<file path="src/rc5_ir_frame_pulse_encoder_unit_defines.svh">
// Assertion macros used by the RC5 pulse encoder unit.
`ifndef RC5_IR_FRAME_PULSE_ENCODER_UNIT_DEFINES_SVH
`define RC5_IR_FRAME_PULSE_ENCODER_UNIT_DEFINES_SVH

`ifndef ASSERT_OFF
// Same-cycle implication, disabled while reset is asserted.
`define RC5_ASSERT_IMP(lbl, ck, rstn, ante, cons) \
    lbl: assert property (@(posedge ck) disable iff (!rstn) (ante) |-> (cons)) \
        else $error("rc5 encoder check failed");
// Next-cycle implication, disabled while reset is asserted.
`define RC5_ASSERT_NXT(lbl, ck, rstn, ante, cons) \
    lbl: assert property (@(posedge ck) disable iff (!rstn) (ante) |=> (cons)) \
        else $error("rc5 encoder check failed");
`else
`define RC5_ASSERT_IMP(lbl, ck, rstn, ante, cons)
`define RC5_ASSERT_NXT(lbl, ck, rstn, ante, cons)
`endif

`endif

</file>
<file path="src/rc5enc_pkg.sv">
// Shared constants and types of the RC5 infrared frame pulse encoder.
package rc5enc_pkg;

    localparam int unsigned KHZ_W     = 10;
    localparam int unsigned HALF_W    = 16;
    localparam int unsigned DIV_W     = 16;
    localparam int unsigned CFG_IDX_W = 2;
    localparam int unsigned WORD_W    = 14;
    localparam int unsigned ENTRY_W   = 5;
    localparam int unsigned STEP_W    = 4;

    localparam logic [ENTRY_W-1:0] LAST_ENTRY = 5'd27;
    localparam logic [STEP_W-1:0]  LAST_STEP  = 4'd15;
    localparam logic [DIV_W-1:0]   US_PER_MS  = 16'd1000;
    localparam logic [KHZ_W-1:0]   KHZ_MIN    = 10'd1;
    localparam logic [KHZ_W-1:0]   KHZ_MAX    = 10'd1000;
    localparam logic [1:0]         START_BITS = 2'b11;

    localparam logic [CFG_IDX_W-1:0] CFG_CARRIER_KHZ    = 2'd0;
    localparam logic [CFG_IDX_W-1:0] CFG_FIRST_HALF_US  = 2'd1;
    localparam logic [CFG_IDX_W-1:0] CFG_SECOND_HALF_US = 2'd2;

    typedef struct packed {
        logic             start;
        logic [DIV_W-1:0] dividend;
        logic [DIV_W-1:0] divisor;
    } div_ctl_t;

    typedef struct packed {
        logic             busy;
        logic             done;
        logic [DIV_W-1:0] quotient;
    } div_sts_t;

endpackage

</file>
<file path="src/rc5enc_div.sv">
// Restoring unsigned divider, one quotient bit per cycle.
module rc5enc_div (
    input  logic                 clk,
    input  logic                 rst_n,
    input  rc5enc_pkg::div_ctl_t ctl,
    output rc5enc_pkg::div_sts_t sts
);

    logic                         busy_reg, busy_next;
    logic                         done_reg, done_next;
    logic [rc5enc_pkg::STEP_W-1:0] step_reg, step_next;
    logic [rc5enc_pkg::DIV_W-1:0] rem_reg, rem_next;
    logic [rc5enc_pkg::DIV_W-1:0] quo_reg, quo_next;
    logic [rc5enc_pkg::DIV_W-1:0] dsr_reg, dsr_next;
    logic [rc5enc_pkg::DIV_W:0]   trial;
    logic [rc5enc_pkg::DIV_W:0]   diff;

    always_comb
    begin
        busy_next = busy_reg;
        done_next = 1'b0;
        step_next = step_reg;
        rem_next  = rem_reg;
        quo_next  = quo_reg;
        dsr_next  = dsr_reg;
        trial     = {rem_reg, quo_reg[rc5enc_pkg::DIV_W-1]};
        diff      = trial - {1'b0, dsr_reg};
        if (ctl.start)
        begin
            busy_next = 1'b1;
            step_next = '0;
            rem_next  = '0;
            quo_next  = ctl.dividend;
            dsr_next  = ctl.divisor;
        end
        else if (busy_reg)
        begin
            // The partial remainder always stays below the divisor, so it fits.
            if (!diff[rc5enc_pkg::DIV_W])
            begin
                rem_next = diff[rc5enc_pkg::DIV_W-1:0];
                quo_next = {quo_reg[rc5enc_pkg::DIV_W-2:0], 1'b1};
            end
            else
            begin
                rem_next = trial[rc5enc_pkg::DIV_W-1:0];
                quo_next = {quo_reg[rc5enc_pkg::DIV_W-2:0], 1'b0};
            end
            step_next = step_reg + 1'b1;
            if (step_reg == rc5enc_pkg::LAST_STEP)
            begin
                busy_next = 1'b0;
                done_next = 1'b1;
            end
        end
    end

    always_ff @(posedge clk or negedge rst_n)
    begin
        if (!rst_n)
        begin
            busy_reg <= 1'b0;
            done_reg <= 1'b0;
            step_reg <= '0;
        end
        else
        begin
            busy_reg <= busy_next;
            done_reg <= done_next;
            step_reg <= step_next;
        end
    end

    always_ff @(posedge clk)
    begin
        rem_reg <= rem_next;
        quo_reg <= quo_next;
        dsr_reg <= dsr_next;
    end

    assign sts.busy     = busy_reg;
    assign sts.done     = done_reg;
    assign sts.quotient = quo_reg;

endmodule

</file>
<file path="src/rc5_ir_frame_pulse_encoder_unit.sv">
// RC5 frame pulse encoder: one request in, 28 level/duration entries out.
// An accepted request makes three passes through the shared divider (16 quotient steps and
// a hand-off each), then one load gives its first entry.
// One entry per cycle while the output is taken; the next request waits for the frame's end.
// Reset (rst_n, asynchronous, active low) clears the toggle bit and loads the registers
// with 36 kHz, 889 us and 861 us; no clearing pass is needed.
`include "rc5_ir_frame_pulse_encoder_unit_defines.svh"

module rc5_ir_frame_pulse_encoder_unit (
    input  logic                               clk,
    input  logic                               rst_n,
    // Configuration write port.
    input  logic                               cfg_we,
    input  logic [rc5enc_pkg::CFG_IDX_W-1:0]   cfg_index,
    input  logic [rc5enc_pkg::HALF_W-1:0]      cfg_data,
    // Request stream.
    input  logic                               s_axis_tvalid,
    output logic                               s_axis_tready,
    input  logic [15:0]                        s_axis_tdata,  // [4:0] address, [10:5] command
    input  logic                               s_axis_tuser,  // [0] repeat_req
    // Pulse entry stream.
    output logic                               m_axis_tvalid,
    input  logic                               m_axis_tready,
    output logic [23:0]                        m_axis_tdata,  // [0] level, [16:1] duration_count
    output logic                               m_axis_tlast
);

    typedef enum logic [2:0] {
        ST_IDLE,
        ST_BASE,
        ST_D1,
        ST_D2,
        ST_EMIT
    } state_t;

    // Configuration registers.
    logic [rc5enc_pkg::KHZ_W-1:0]  carrier_khz_reg;
    logic [rc5enc_pkg::HALF_W-1:0] first_half_us_reg;
    logic [rc5enc_pkg::HALF_W-1:0] second_half_us_reg;

    state_t                         state_reg, state_next;
    logic                           toggle_reg, toggle_next;
    logic [rc5enc_pkg::WORD_W-1:0]  word_reg, word_next;
    logic [rc5enc_pkg::ENTRY_W-1:0] entry_reg, entry_next;
    logic [rc5enc_pkg::DIV_W-1:0]   d1_reg, d1_next;
    logic [rc5enc_pkg::DIV_W-1:0]   d2_reg, d2_next;
    logic                           out_valid_reg, out_valid_next;
    logic                           out_level_reg, out_level_next;
    logic [rc5enc_pkg::DIV_W-1:0]   out_dur_reg, out_dur_next;
    logic                           out_last_reg, out_last_next;

    logic                           in_xact;
    logic                           load_entry;
    logic                           cur_bit;
    logic [rc5enc_pkg::KHZ_W-1:0]   khz_clamped;
    logic [4:0]                     in_address;
    logic [5:0]                     in_command;
    rc5enc_pkg::div_ctl_t           div_ctl;
    rc5enc_pkg::div_sts_t           div_sts;

    assign in_address = s_axis_tdata[4:0];
    assign in_command = s_axis_tdata[10:5];

    assign s_axis_tready = (state_reg == ST_IDLE);
    assign in_xact       = s_axis_tvalid && s_axis_tready;

    // The carrier is held to 1..1000 kHz, so the base period is never zero.
    always_comb
    begin
        if (carrier_khz_reg < rc5enc_pkg::KHZ_MIN)
        begin
            khz_clamped = rc5enc_pkg::KHZ_MIN;
        end
        else if (carrier_khz_reg > rc5enc_pkg::KHZ_MAX)
        begin
            khz_clamped = rc5enc_pkg::KHZ_MAX;
        end
        else
        begin
            khz_clamped = carrier_khz_reg;
        end
    end

    // Configuration writes; an index past the last register is ignored.
    always_ff @(posedge clk or negedge rst_n)
    begin
        if (!rst_n)
        begin
            carrier_khz_reg    <= 10'd36;
            first_half_us_reg  <= 16'd889;
            second_half_us_reg <= 16'd861;
        end
        else if (cfg_we)
        begin
            unique case (cfg_index)
                rc5enc_pkg::CFG_CARRIER_KHZ:
                    carrier_khz_reg <= cfg_data[rc5enc_pkg::KHZ_W-1:0];
                rc5enc_pkg::CFG_FIRST_HALF_US:
                    first_half_us_reg <= cfg_data;
                rc5enc_pkg::CFG_SECOND_HALF_US:
                    second_half_us_reg <= cfg_data;
                default:
                    ;
            endcase
        end
    end

    // The divider is started three times in a row. The base period of the first pass
    // goes straight from the divider output into the second pass, and from d1_reg into the third.
    always_comb
    begin
        div_ctl.start    = 1'b0;
        div_ctl.dividend = rc5enc_pkg::US_PER_MS;
        div_ctl.divisor  = {{(rc5enc_pkg::DIV_W - rc5enc_pkg::KHZ_W){1'b0}}, khz_clamped};
        unique case (state_reg)
            ST_IDLE:
                div_ctl.start = in_xact;
            ST_BASE:
            begin
                div_ctl.start    = div_sts.done;
                div_ctl.dividend = first_half_us_reg;
                div_ctl.divisor  = div_sts.quotient;
            end
            ST_D1:
            begin
                div_ctl.start    = div_sts.done;
                div_ctl.dividend = second_half_us_reg;
                div_ctl.divisor  = d1_reg;
            end
            default:
                ;
        endcase
    end

    rc5enc_div u_div (
        .clk   (clk),
        .rst_n (rst_n),
        .ctl   (div_ctl),
        .sts   (div_sts)
    );

    // During ST_D1 the base period is parked in d1_reg, then replaced by the
    // first-half count when the second pass ends.
    assign load_entry = (state_reg == ST_EMIT) && (!out_valid_reg || m_axis_tready);
    assign cur_bit    = word_reg[rc5enc_pkg::WORD_W-1];

    always_comb
    begin
        state_next     = state_reg;
        toggle_next    = toggle_reg;
        word_next      = word_reg;
        entry_next     = entry_reg;
        d1_next        = d1_reg;
        d2_next        = d2_reg;
        out_level_next = out_level_reg;
        out_dur_next   = out_dur_reg;
        out_last_next  = out_last_reg;
        out_valid_next = out_valid_reg && !m_axis_tready;

        unique case (state_reg)
            ST_IDLE:
            begin
                if (in_xact)
                begin
                    // A fresh key press flips the toggle bit before it is sent.
                    toggle_next = s_axis_tuser ? toggle_reg : !toggle_reg;
                    word_next   = {rc5enc_pkg::START_BITS, toggle_next, in_address, in_command};
                    entry_next  = '0;
                    state_next  = ST_BASE;
                end
            end
            ST_BASE:
            begin
                if (div_sts.done)
                begin
                    d1_next    = div_sts.quotient;
                    state_next = ST_D1;
                end
            end
            ST_D1:
            begin
                if (div_sts.done)
                begin
                    d1_next    = div_sts.quotient;
                    state_next = ST_D2;
                end
            end
            ST_D2:
            begin
                if (div_sts.done)
                begin
                    d2_next    = div_sts.quotient;
                    state_next = ST_EMIT;
                end
            end
            ST_EMIT:
            begin
                if (load_entry)
                begin
                    // A one is sent low then high, a zero high then low.
                    out_valid_next = 1'b1;
                    out_level_next = entry_reg[0] ? cur_bit : !cur_bit;
                    out_dur_next   = entry_reg[0] ? d2_reg : d1_reg;
                    out_last_next  = (entry_reg == rc5enc_pkg::LAST_ENTRY);
                    if (entry_reg[0])
                    begin
                        word_next = {word_reg[rc5enc_pkg::WORD_W-2:0], 1'b0};
                    end
                    if (entry_reg == rc5enc_pkg::LAST_ENTRY)
                    begin
                        entry_next = '0;
                        state_next = ST_IDLE;
                    end
                    else
                    begin
                        entry_next = entry_reg + 1'b1;
                    end
                end
            end
            default:
                state_next = ST_IDLE;
        endcase
    end

    always_ff @(posedge clk or negedge rst_n)
    begin
        if (!rst_n)
        begin
            state_reg     <= ST_IDLE;
            toggle_reg    <= 1'b0;
            entry_reg     <= '0;
            out_valid_reg <= 1'b0;
            word_reg      <= '0;
            d1_reg        <= '0;
            d2_reg        <= '0;
            out_level_reg <= 1'b0;
            out_dur_reg   <= '0;
            out_last_reg  <= 1'b0;
        end
        else
        begin
            state_reg     <= state_next;
            toggle_reg    <= toggle_next;
            entry_reg     <= entry_next;
            out_valid_reg <= out_valid_next;
            word_reg      <= word_next;
            d1_reg        <= d1_next;
            d2_reg        <= d2_next;
            out_level_reg <= out_level_next;
            out_dur_reg   <= out_dur_next;
            out_last_reg  <= out_last_next;
        end
    end

    assign m_axis_tvalid = out_valid_reg;
    assign m_axis_tdata  = {7'd0, out_dur_reg, out_level_reg};
    assign m_axis_tlast  = out_last_reg;

    // A division only ends while the sequencer is waiting for it.
    `RC5_ASSERT_IMP(a_div_done_expected, clk, rst_n, div_sts.done,
        (state_reg == ST_BASE) || (state_reg == ST_D1) || (state_reg == ST_D2))
    // A fresh request always flips the toggle bit.
    `RC5_ASSERT_NXT(a_toggle_flips, clk, rst_n, in_xact && !s_axis_tuser,
        toggle_reg != $past(toggle_reg))
    // The entry counter never runs past the end of the frame.
    `RC5_ASSERT_IMP(a_entry_bound, clk, rst_n, state_reg == ST_EMIT,
        entry_reg <= rc5enc_pkg::LAST_ENTRY)

endmodule
</file>
<file path="config.mk">
export PLATFORM = sky130hd
export DESIGN_NAME = rc5_ir_frame_pulse_encoder_unit
export DESIGN_NICKNAME = d
export VERILOG_FILES = /design/src/rc5enc_pkg.sv /design/src/rc5enc_div.sv /design/src/rc5_ir_frame_pulse_encoder_unit.sv
export VERILOG_INCLUDE_DIRS = /design/src /design/src/src
export SDC_FILE = /design/constraint.sdc
export NUM_CORES = 1
export LEC_CHECK = 0
export ABC_AREA = 1
export CORE_ASPECT_RATIO = 1.1
export CORE_MARGIN = 8
export CORE_UTILIZATION = 60
export CTS_BUF_LIST = sky130_fd_sc_hd__clkbuf_8
export CTS_CLUSTER_DIAMETER = 60
export DETAILED_ROUTE_END_ITERATION = 8
export DONT_BUFFER_PORTS = 1
export GPL_TIMING_DRIVEN = 0
export PLACE_DENSITY = 0.76
export SLEW_MARGIN = 20
export SYNTH_ARGS = -nofsm -noshare
export SYNTH_HDL_FRONTEND = slang
export SYNTH_SLANG_ARGS = --single-unit
</file>
<file path="constraint.sdc">
create_clock -name clk -period 2.4 [get_ports clk]
set_input_delay 0 -clock clk [delete_from_list [all_inputs] [get_ports clk]]
set_output_delay 0 -clock clk [all_outputs]
set_load 0.02 [all_outputs]
</file>
# Yosys cells after proc, flatten, opt, wreduce, memory -nomap -nowiden
# Index checks and enable logic that the tools add are counted.
# Widths: inputs -> output; s select.
[classes]
muxes = 36
n_reduce_logical = 23
order_cmp = 2
n_addsub = 3
n_eq_ne = 15
[op_table]
columns = ["op", "count"]
rows = [
  ["$mux 16", 4],
  ["$pmux 32 s2", 1],
  ["$mux 14", 3],
  ["$pmux 14 s2", 1],
  ["$mux 10", 2],
  ["$mux 3", 6],
  ["$sub 17x16->17", 1],
  ["$mux 5", 3],
  ["$pmux 3 s5", 1],
  ["$reduce_and 2->1", 7],
  ["$mux 1", 11],
  ["$gt 10x10->1 const B", 1],
  ["$lt 10x1->1 const B", 1],
  ["$ne 2x1->1 const B", 5],
  ["$pmux 5 s2", 1],
  ["$mux 4", 2],
  ["$eq 3x2->1 const B", 2],
  ["$reduce_and 6->1", 1],
  ["$add 5x1->5 const B", 1],
  ["$eq 5x5->1 const B", 1],
  ["$add 4x1->4 const B", 1],
  ["$eq 4x4->1 const B", 1],
  ["$logic_not 1->1", 4],
  ["$ne 2x2->1 const B", 2],
  ["other kinds (13)", 16],
]
[totals]
regBits = 170
in_bits = 40
output_inout_bits = 27
elab_cells = 98

# Logic depth before layout (Yosys ltp)
[depth]
word_depth = 5
mapped_depth = 16
mapped_depth_nobuf = 15

# Cells and area by module
# A second synthesis with hierarchy kept.
[hier_totals]
cells_unflattened = 1110
hier_area_um2 = 8637.0
[modules_own_cells]
columns = ["module", "cells_each", "area_each_um2", "instances", "seq_area_each_um2"]
rows = [
  ["rc5_ir_frame_pulse_encoder_unit", 652, 5357.6, 1, 2922.8],
  ["rc5enc_div", 458, 3279.4, 1, 1431.4],
]

# Least setup slack after synthesis
# OpenSTA, ideal clock, no wires.
[synth_path]
path_kind = "register to register"
startpoint = "register state_reg[0]"
endpoint = "register u_div.quo_reg[0] in the netlist's numbering, enable pin"
n_path_buf = 1
setup_ns = 0.364
arrival_ns = 1.718
stages_incl_launch_ff = 9
period_less_slack_ns = 2.081
required_ns = 2.036
slack_ns = 0.319
path_cell_list = "dfrtp_1 -> inv_1 -> nand2_2 -> nor2_2 -> nand2_2 -> nand2_8 -> nor2_8 -> buf_4 -> inv_1"
[synth_between]
elab_chain_cells = 4
word_cells_on_any_way = 7
cone_classes = "2 x eq/ne; 1 x mux; 4 x reduce/logical"
[synth_rtl]
columns = ["item", "line_no", "text"]
rows = [
  ["start: declaration", "rc5_ir_frame_pulse_encoder_unit.sv:41", "state_t state_reg, state_next;"],
  ["start signal: assignment", "rc5_ir_frame_pulse_encoder_unit.sv:242", "state_reg <= state_next;"],
  ["$logic_not 3->1 (*)", "rc5_ir_frame_pulse_encoder_unit.sv:64", "assign s_axis_tready = (state_reg == ST_IDLE);"],
  ["via s_axis_tready", "rc5_ir_frame_pulse_encoder_unit.sv:18", "output logic s_axis_tready,"],
  ["$logic_and 1x1->1", "rc5_ir_frame_pulse_encoder_unit.sv:65", "assign in_xact = s_axis_tvalid && s_axis_tready;"],
  ["$pmux 1 s2 (*)", "rc5_ir_frame_pulse_encoder_unit.sv:115", "unique case (state_reg)"],
  ["$reduce_bool 2->1 (no source line) (*)", "--", ""],
  ["end signal: assignment", "rc5enc_div.sv:77", "quo_reg <= quo_next;"],
  ["end: declaration", "rc5enc_div.sv:13", "logic [rc5enc_pkg::DIV_W-1:0] quo_reg, quo_next;"],
]
# Mark *: on every way through the listed nets, which the timed path passes. The rest lies on a longest branch.
# A chain may end at the register's enable or synchronous reset.

# Worst setup path after layout
[layout_path]
startpoint = "register state_reg[0]"
endpoint = "register u_div.quo_reg[15] in the netlist's numbering, enable pin"
# The elaborated chain is that of the path after synthesis.

==> results.md <==
- Status: finished, violations left
- Failing checks: negative hold slack
- DR iter-0 viols: about 650
- Register Area: 4350 µm²
- F_max: between 400 and 500 MHz
- Crit Reg-Reg Endpoint: u_div.quo_reg[15]
- Std cell rows: between 40 and 50
- Fillers: between 1000 and 1500
- Vias per inst: 5.30
- FF+latch count, synth: 170
- 1st-pass router iterations: 5
- Crit end category: flip-flop
- Final setup margin: between 0.1 and 0.15 ns
- Post-layout util: 0.681
- Min Tclk post-route: ~2.3 ns
- Largest net degree at the start of global routing: approximately 120
- Ant diodes: 0
- LEAKAGE: 4.74 nW
- TritonCTS Buffers: 17
- Max-slew headroom: 0.654
- Crit Reg-Reg Startpoint: state_reg[0]
- Yosys top cell area share: 0.306
- Cells after DPL: about 1200
- Worst-path clk slew: ~0.09 ns
- Worst setup path class: reg2reg
- Clock tree root driver cell: clkbuf_8
- Clock Sinks: 170
- Most frequent cell after synthesis: nand2_1
- # DRC: 0
- Die X: 131 µm
- Max-slew violation count: 0
- Worst Path Arrival: around 2.4 ns
- Max-cap violations: 0
- Setup Skew: about 0.012 ns
- Post-Synthesis Cells: approximately 1000
- First-pass GRT wire length: 33400 µm
- Worst slew pin tran: between 0.5 and 0.6 ns
- Final hold vios: 122
- Grt ovf: 0
- # IOs: 67
- Layout cells sized above 1: 0.106
- Post-DRT Antenna Nets: 0
- Mean post-synth cell area: between 8 and 9 µm²
- Seq/Total Area, Yosys: 0.502
- CTS tree: yes
- Worst hold path class: in2async
- Post-Syn Area: roughly 8700 µm²
- Starting density of the core: 0.607
- Post-detail-place hpwl: ~15000 µm
- Die height: around 140 µm
- Pwr dens: 1160 nW/µm²
- Buffers on Ports: 0
- Hold WS: -0.773 ns
- Synth area leader: dfrtp_1
- WL final: around 20000 µm
- Placed Area: roughly 8900 µm²
- Distinct cells, synth: 52
- H-Tree Depth: 4
- Async set or reset register ratio after synthesis: 0.718
- Area of the multi-input gates: about 3500 µm²
- Die area: around 19000 µm²
- Clock tree buffer depth: 2
- Final Net Count: about 1200
- Clk_lat worst skew: 0.46 ns
- Design Area, Final: about 10000 µm²
- Synth Warn #: 0
- Total power: between 0.01 and 0.015 W
- Synth top area cells: dfrtp_1 31%, nand2_1 15%, edfxtp_1 11%
- Pre-CTS setup slack: -0.0939 ns
- Vias in the first global route: roughly 7000
- Routability cong.: slightly above 0.9
- Setup-failing EPs final: 0
- Hold_buf cts: 35
- Via count: 6969
- GRT Util Overall: 0.228
- Synth top cells by count: 337 x nand2_1, 144 x inv_1, 110 x o21ai_0
- RSZ-0062 raised after global routing: false
- Core ar.: 14300 µm²
- Startpoint type of the worst setup path: flip-flop
- Setup slack, reg-to-reg: 0.15 ns
- Peak VDD IR: 0.609 mV
- Layout area overhead: 12.1%
- Post-synth EDFFs: 32
- Reg2Reg Depth: 8
- DR WL/cell: approximately 15 µm
- Max Fanout on Critical Path: 16
- Most used DFF post-synth: dfrtp_1
- Post-Layout Cell Count: 1314
- Req. time, crit path: roughly 2.5 ns
- Fin crit share: 0.939
- Initial antenna violation count: 0
## metrics by stage
| step | hold WS, ns | TNS (ns) |
|---|---|---|
| after floorplan | -0.296 | 0 |
| after global placement | -0.292 | -0.484 |
| after detailed placement | -0.293 | -1.49 |
| after CTS | -0.801 | 0 |
| after global routing | -0.806 | 0 |
| final | -0.773 | 0 |
## report_power, final
group / total, W / switching [W] / internal, W
Sequential: 0.00428 / 0.000489 / 0.00379
Combinational: 0.00509 / 0.00311 / 0.00198
Clock: 0.00186 / 0.00103 / 0.000832
## critical path: stages, from the launching register on
cell and delay [ns]:
dfrtp_1 0.44, inv_1 0.11, nand2_2 0.09, nor2_2 0.32, nand2_2 0.23, nand2_8 0.18
nor2_8 0.06, buf_4 0.21, clkinvlp_4 0.27
## logic make-up (layout without fill, tap and decap cells)
group | Yosys count | count (layout) | share of synthesized area
AOI/OAI and AO/OA | 182 | 182 | 0.126
xor gates and xnor gates | 13 | 13 | 0.0131
adders and majority gates | 19 | 19 | 0.0283
buffers and inverters | 196 | 267 | 0.0956
DFF | 170 | 170 | 0.502
muxes | 9 | 9 | 0.0104
other | 1 | 7 | 0.000433
and+or+nand+nor | 455 | 455 | 0.223
## worst max path at each step
stage	from	endpoint	cells past startpoint
floorplan	state_reg[0]	u_div.quo_reg[0]	8
global placement	state_reg[0]	u_div.quo_reg[5]	8
detailed placement	state_reg[0]	u_div.quo_reg[8]	8
CTS	u_div.quo_reg[15]	u_div.quo_reg[0]	14
global route	state_reg[0]	u_div.quo_reg[15]	8
finish	state_reg[0]	u_div.quo_reg[15]	8
## repair_timing
| action | in CTS | in global routing |
|---|---|---|
| gates resized for setup | 1 | 6 |
| hold endpoints to repair | 186 | 122 |
| pin swaps | 0 | 4 |
| gates cloned | 0 | 1 |
| buffers inserted | 0 | 3 |
| setup endpoints to repair | 16 | 15 |
## cell usage in the layout (no fill, tap or decap), drive strengths merged, types with 16 or more instances in the layout
master / count
ha: 18
dfxtp: 16
inv: 153
buf: 25
dfrtp: 106
nand3: 37
o21ai: 131
edfxtp: 32
clkbuf: 41
dlygate4sd3: 35
nor2: 50
nand2: 351
dfstp: 16
## cell type report
type	count	share of cell area
Buffer	44	0.0269
Clock buffer	18	0.0255
Clock inverter	14	0.0109
Inverter	152	0.0591
Multi-Input combinational cell	685	0.362
Sequential cell	170	0.448
Tap cell	192	0.0247
Timing Repair Buffer	39	0.0422
## routing by layer
metal / global-route usage / wire (µm) / vias to the layer above
li1: - / - / 3457
met1: 0.289 / 8570 / 3267
met2: 0.362 / 9510 / 203
met3: 0.0596 / 1210 / 42
met4: 0.0974 / 584 / 0
met5: 0 / 0 / -
No activity file was read; power rests on OpenSTA's default activity.
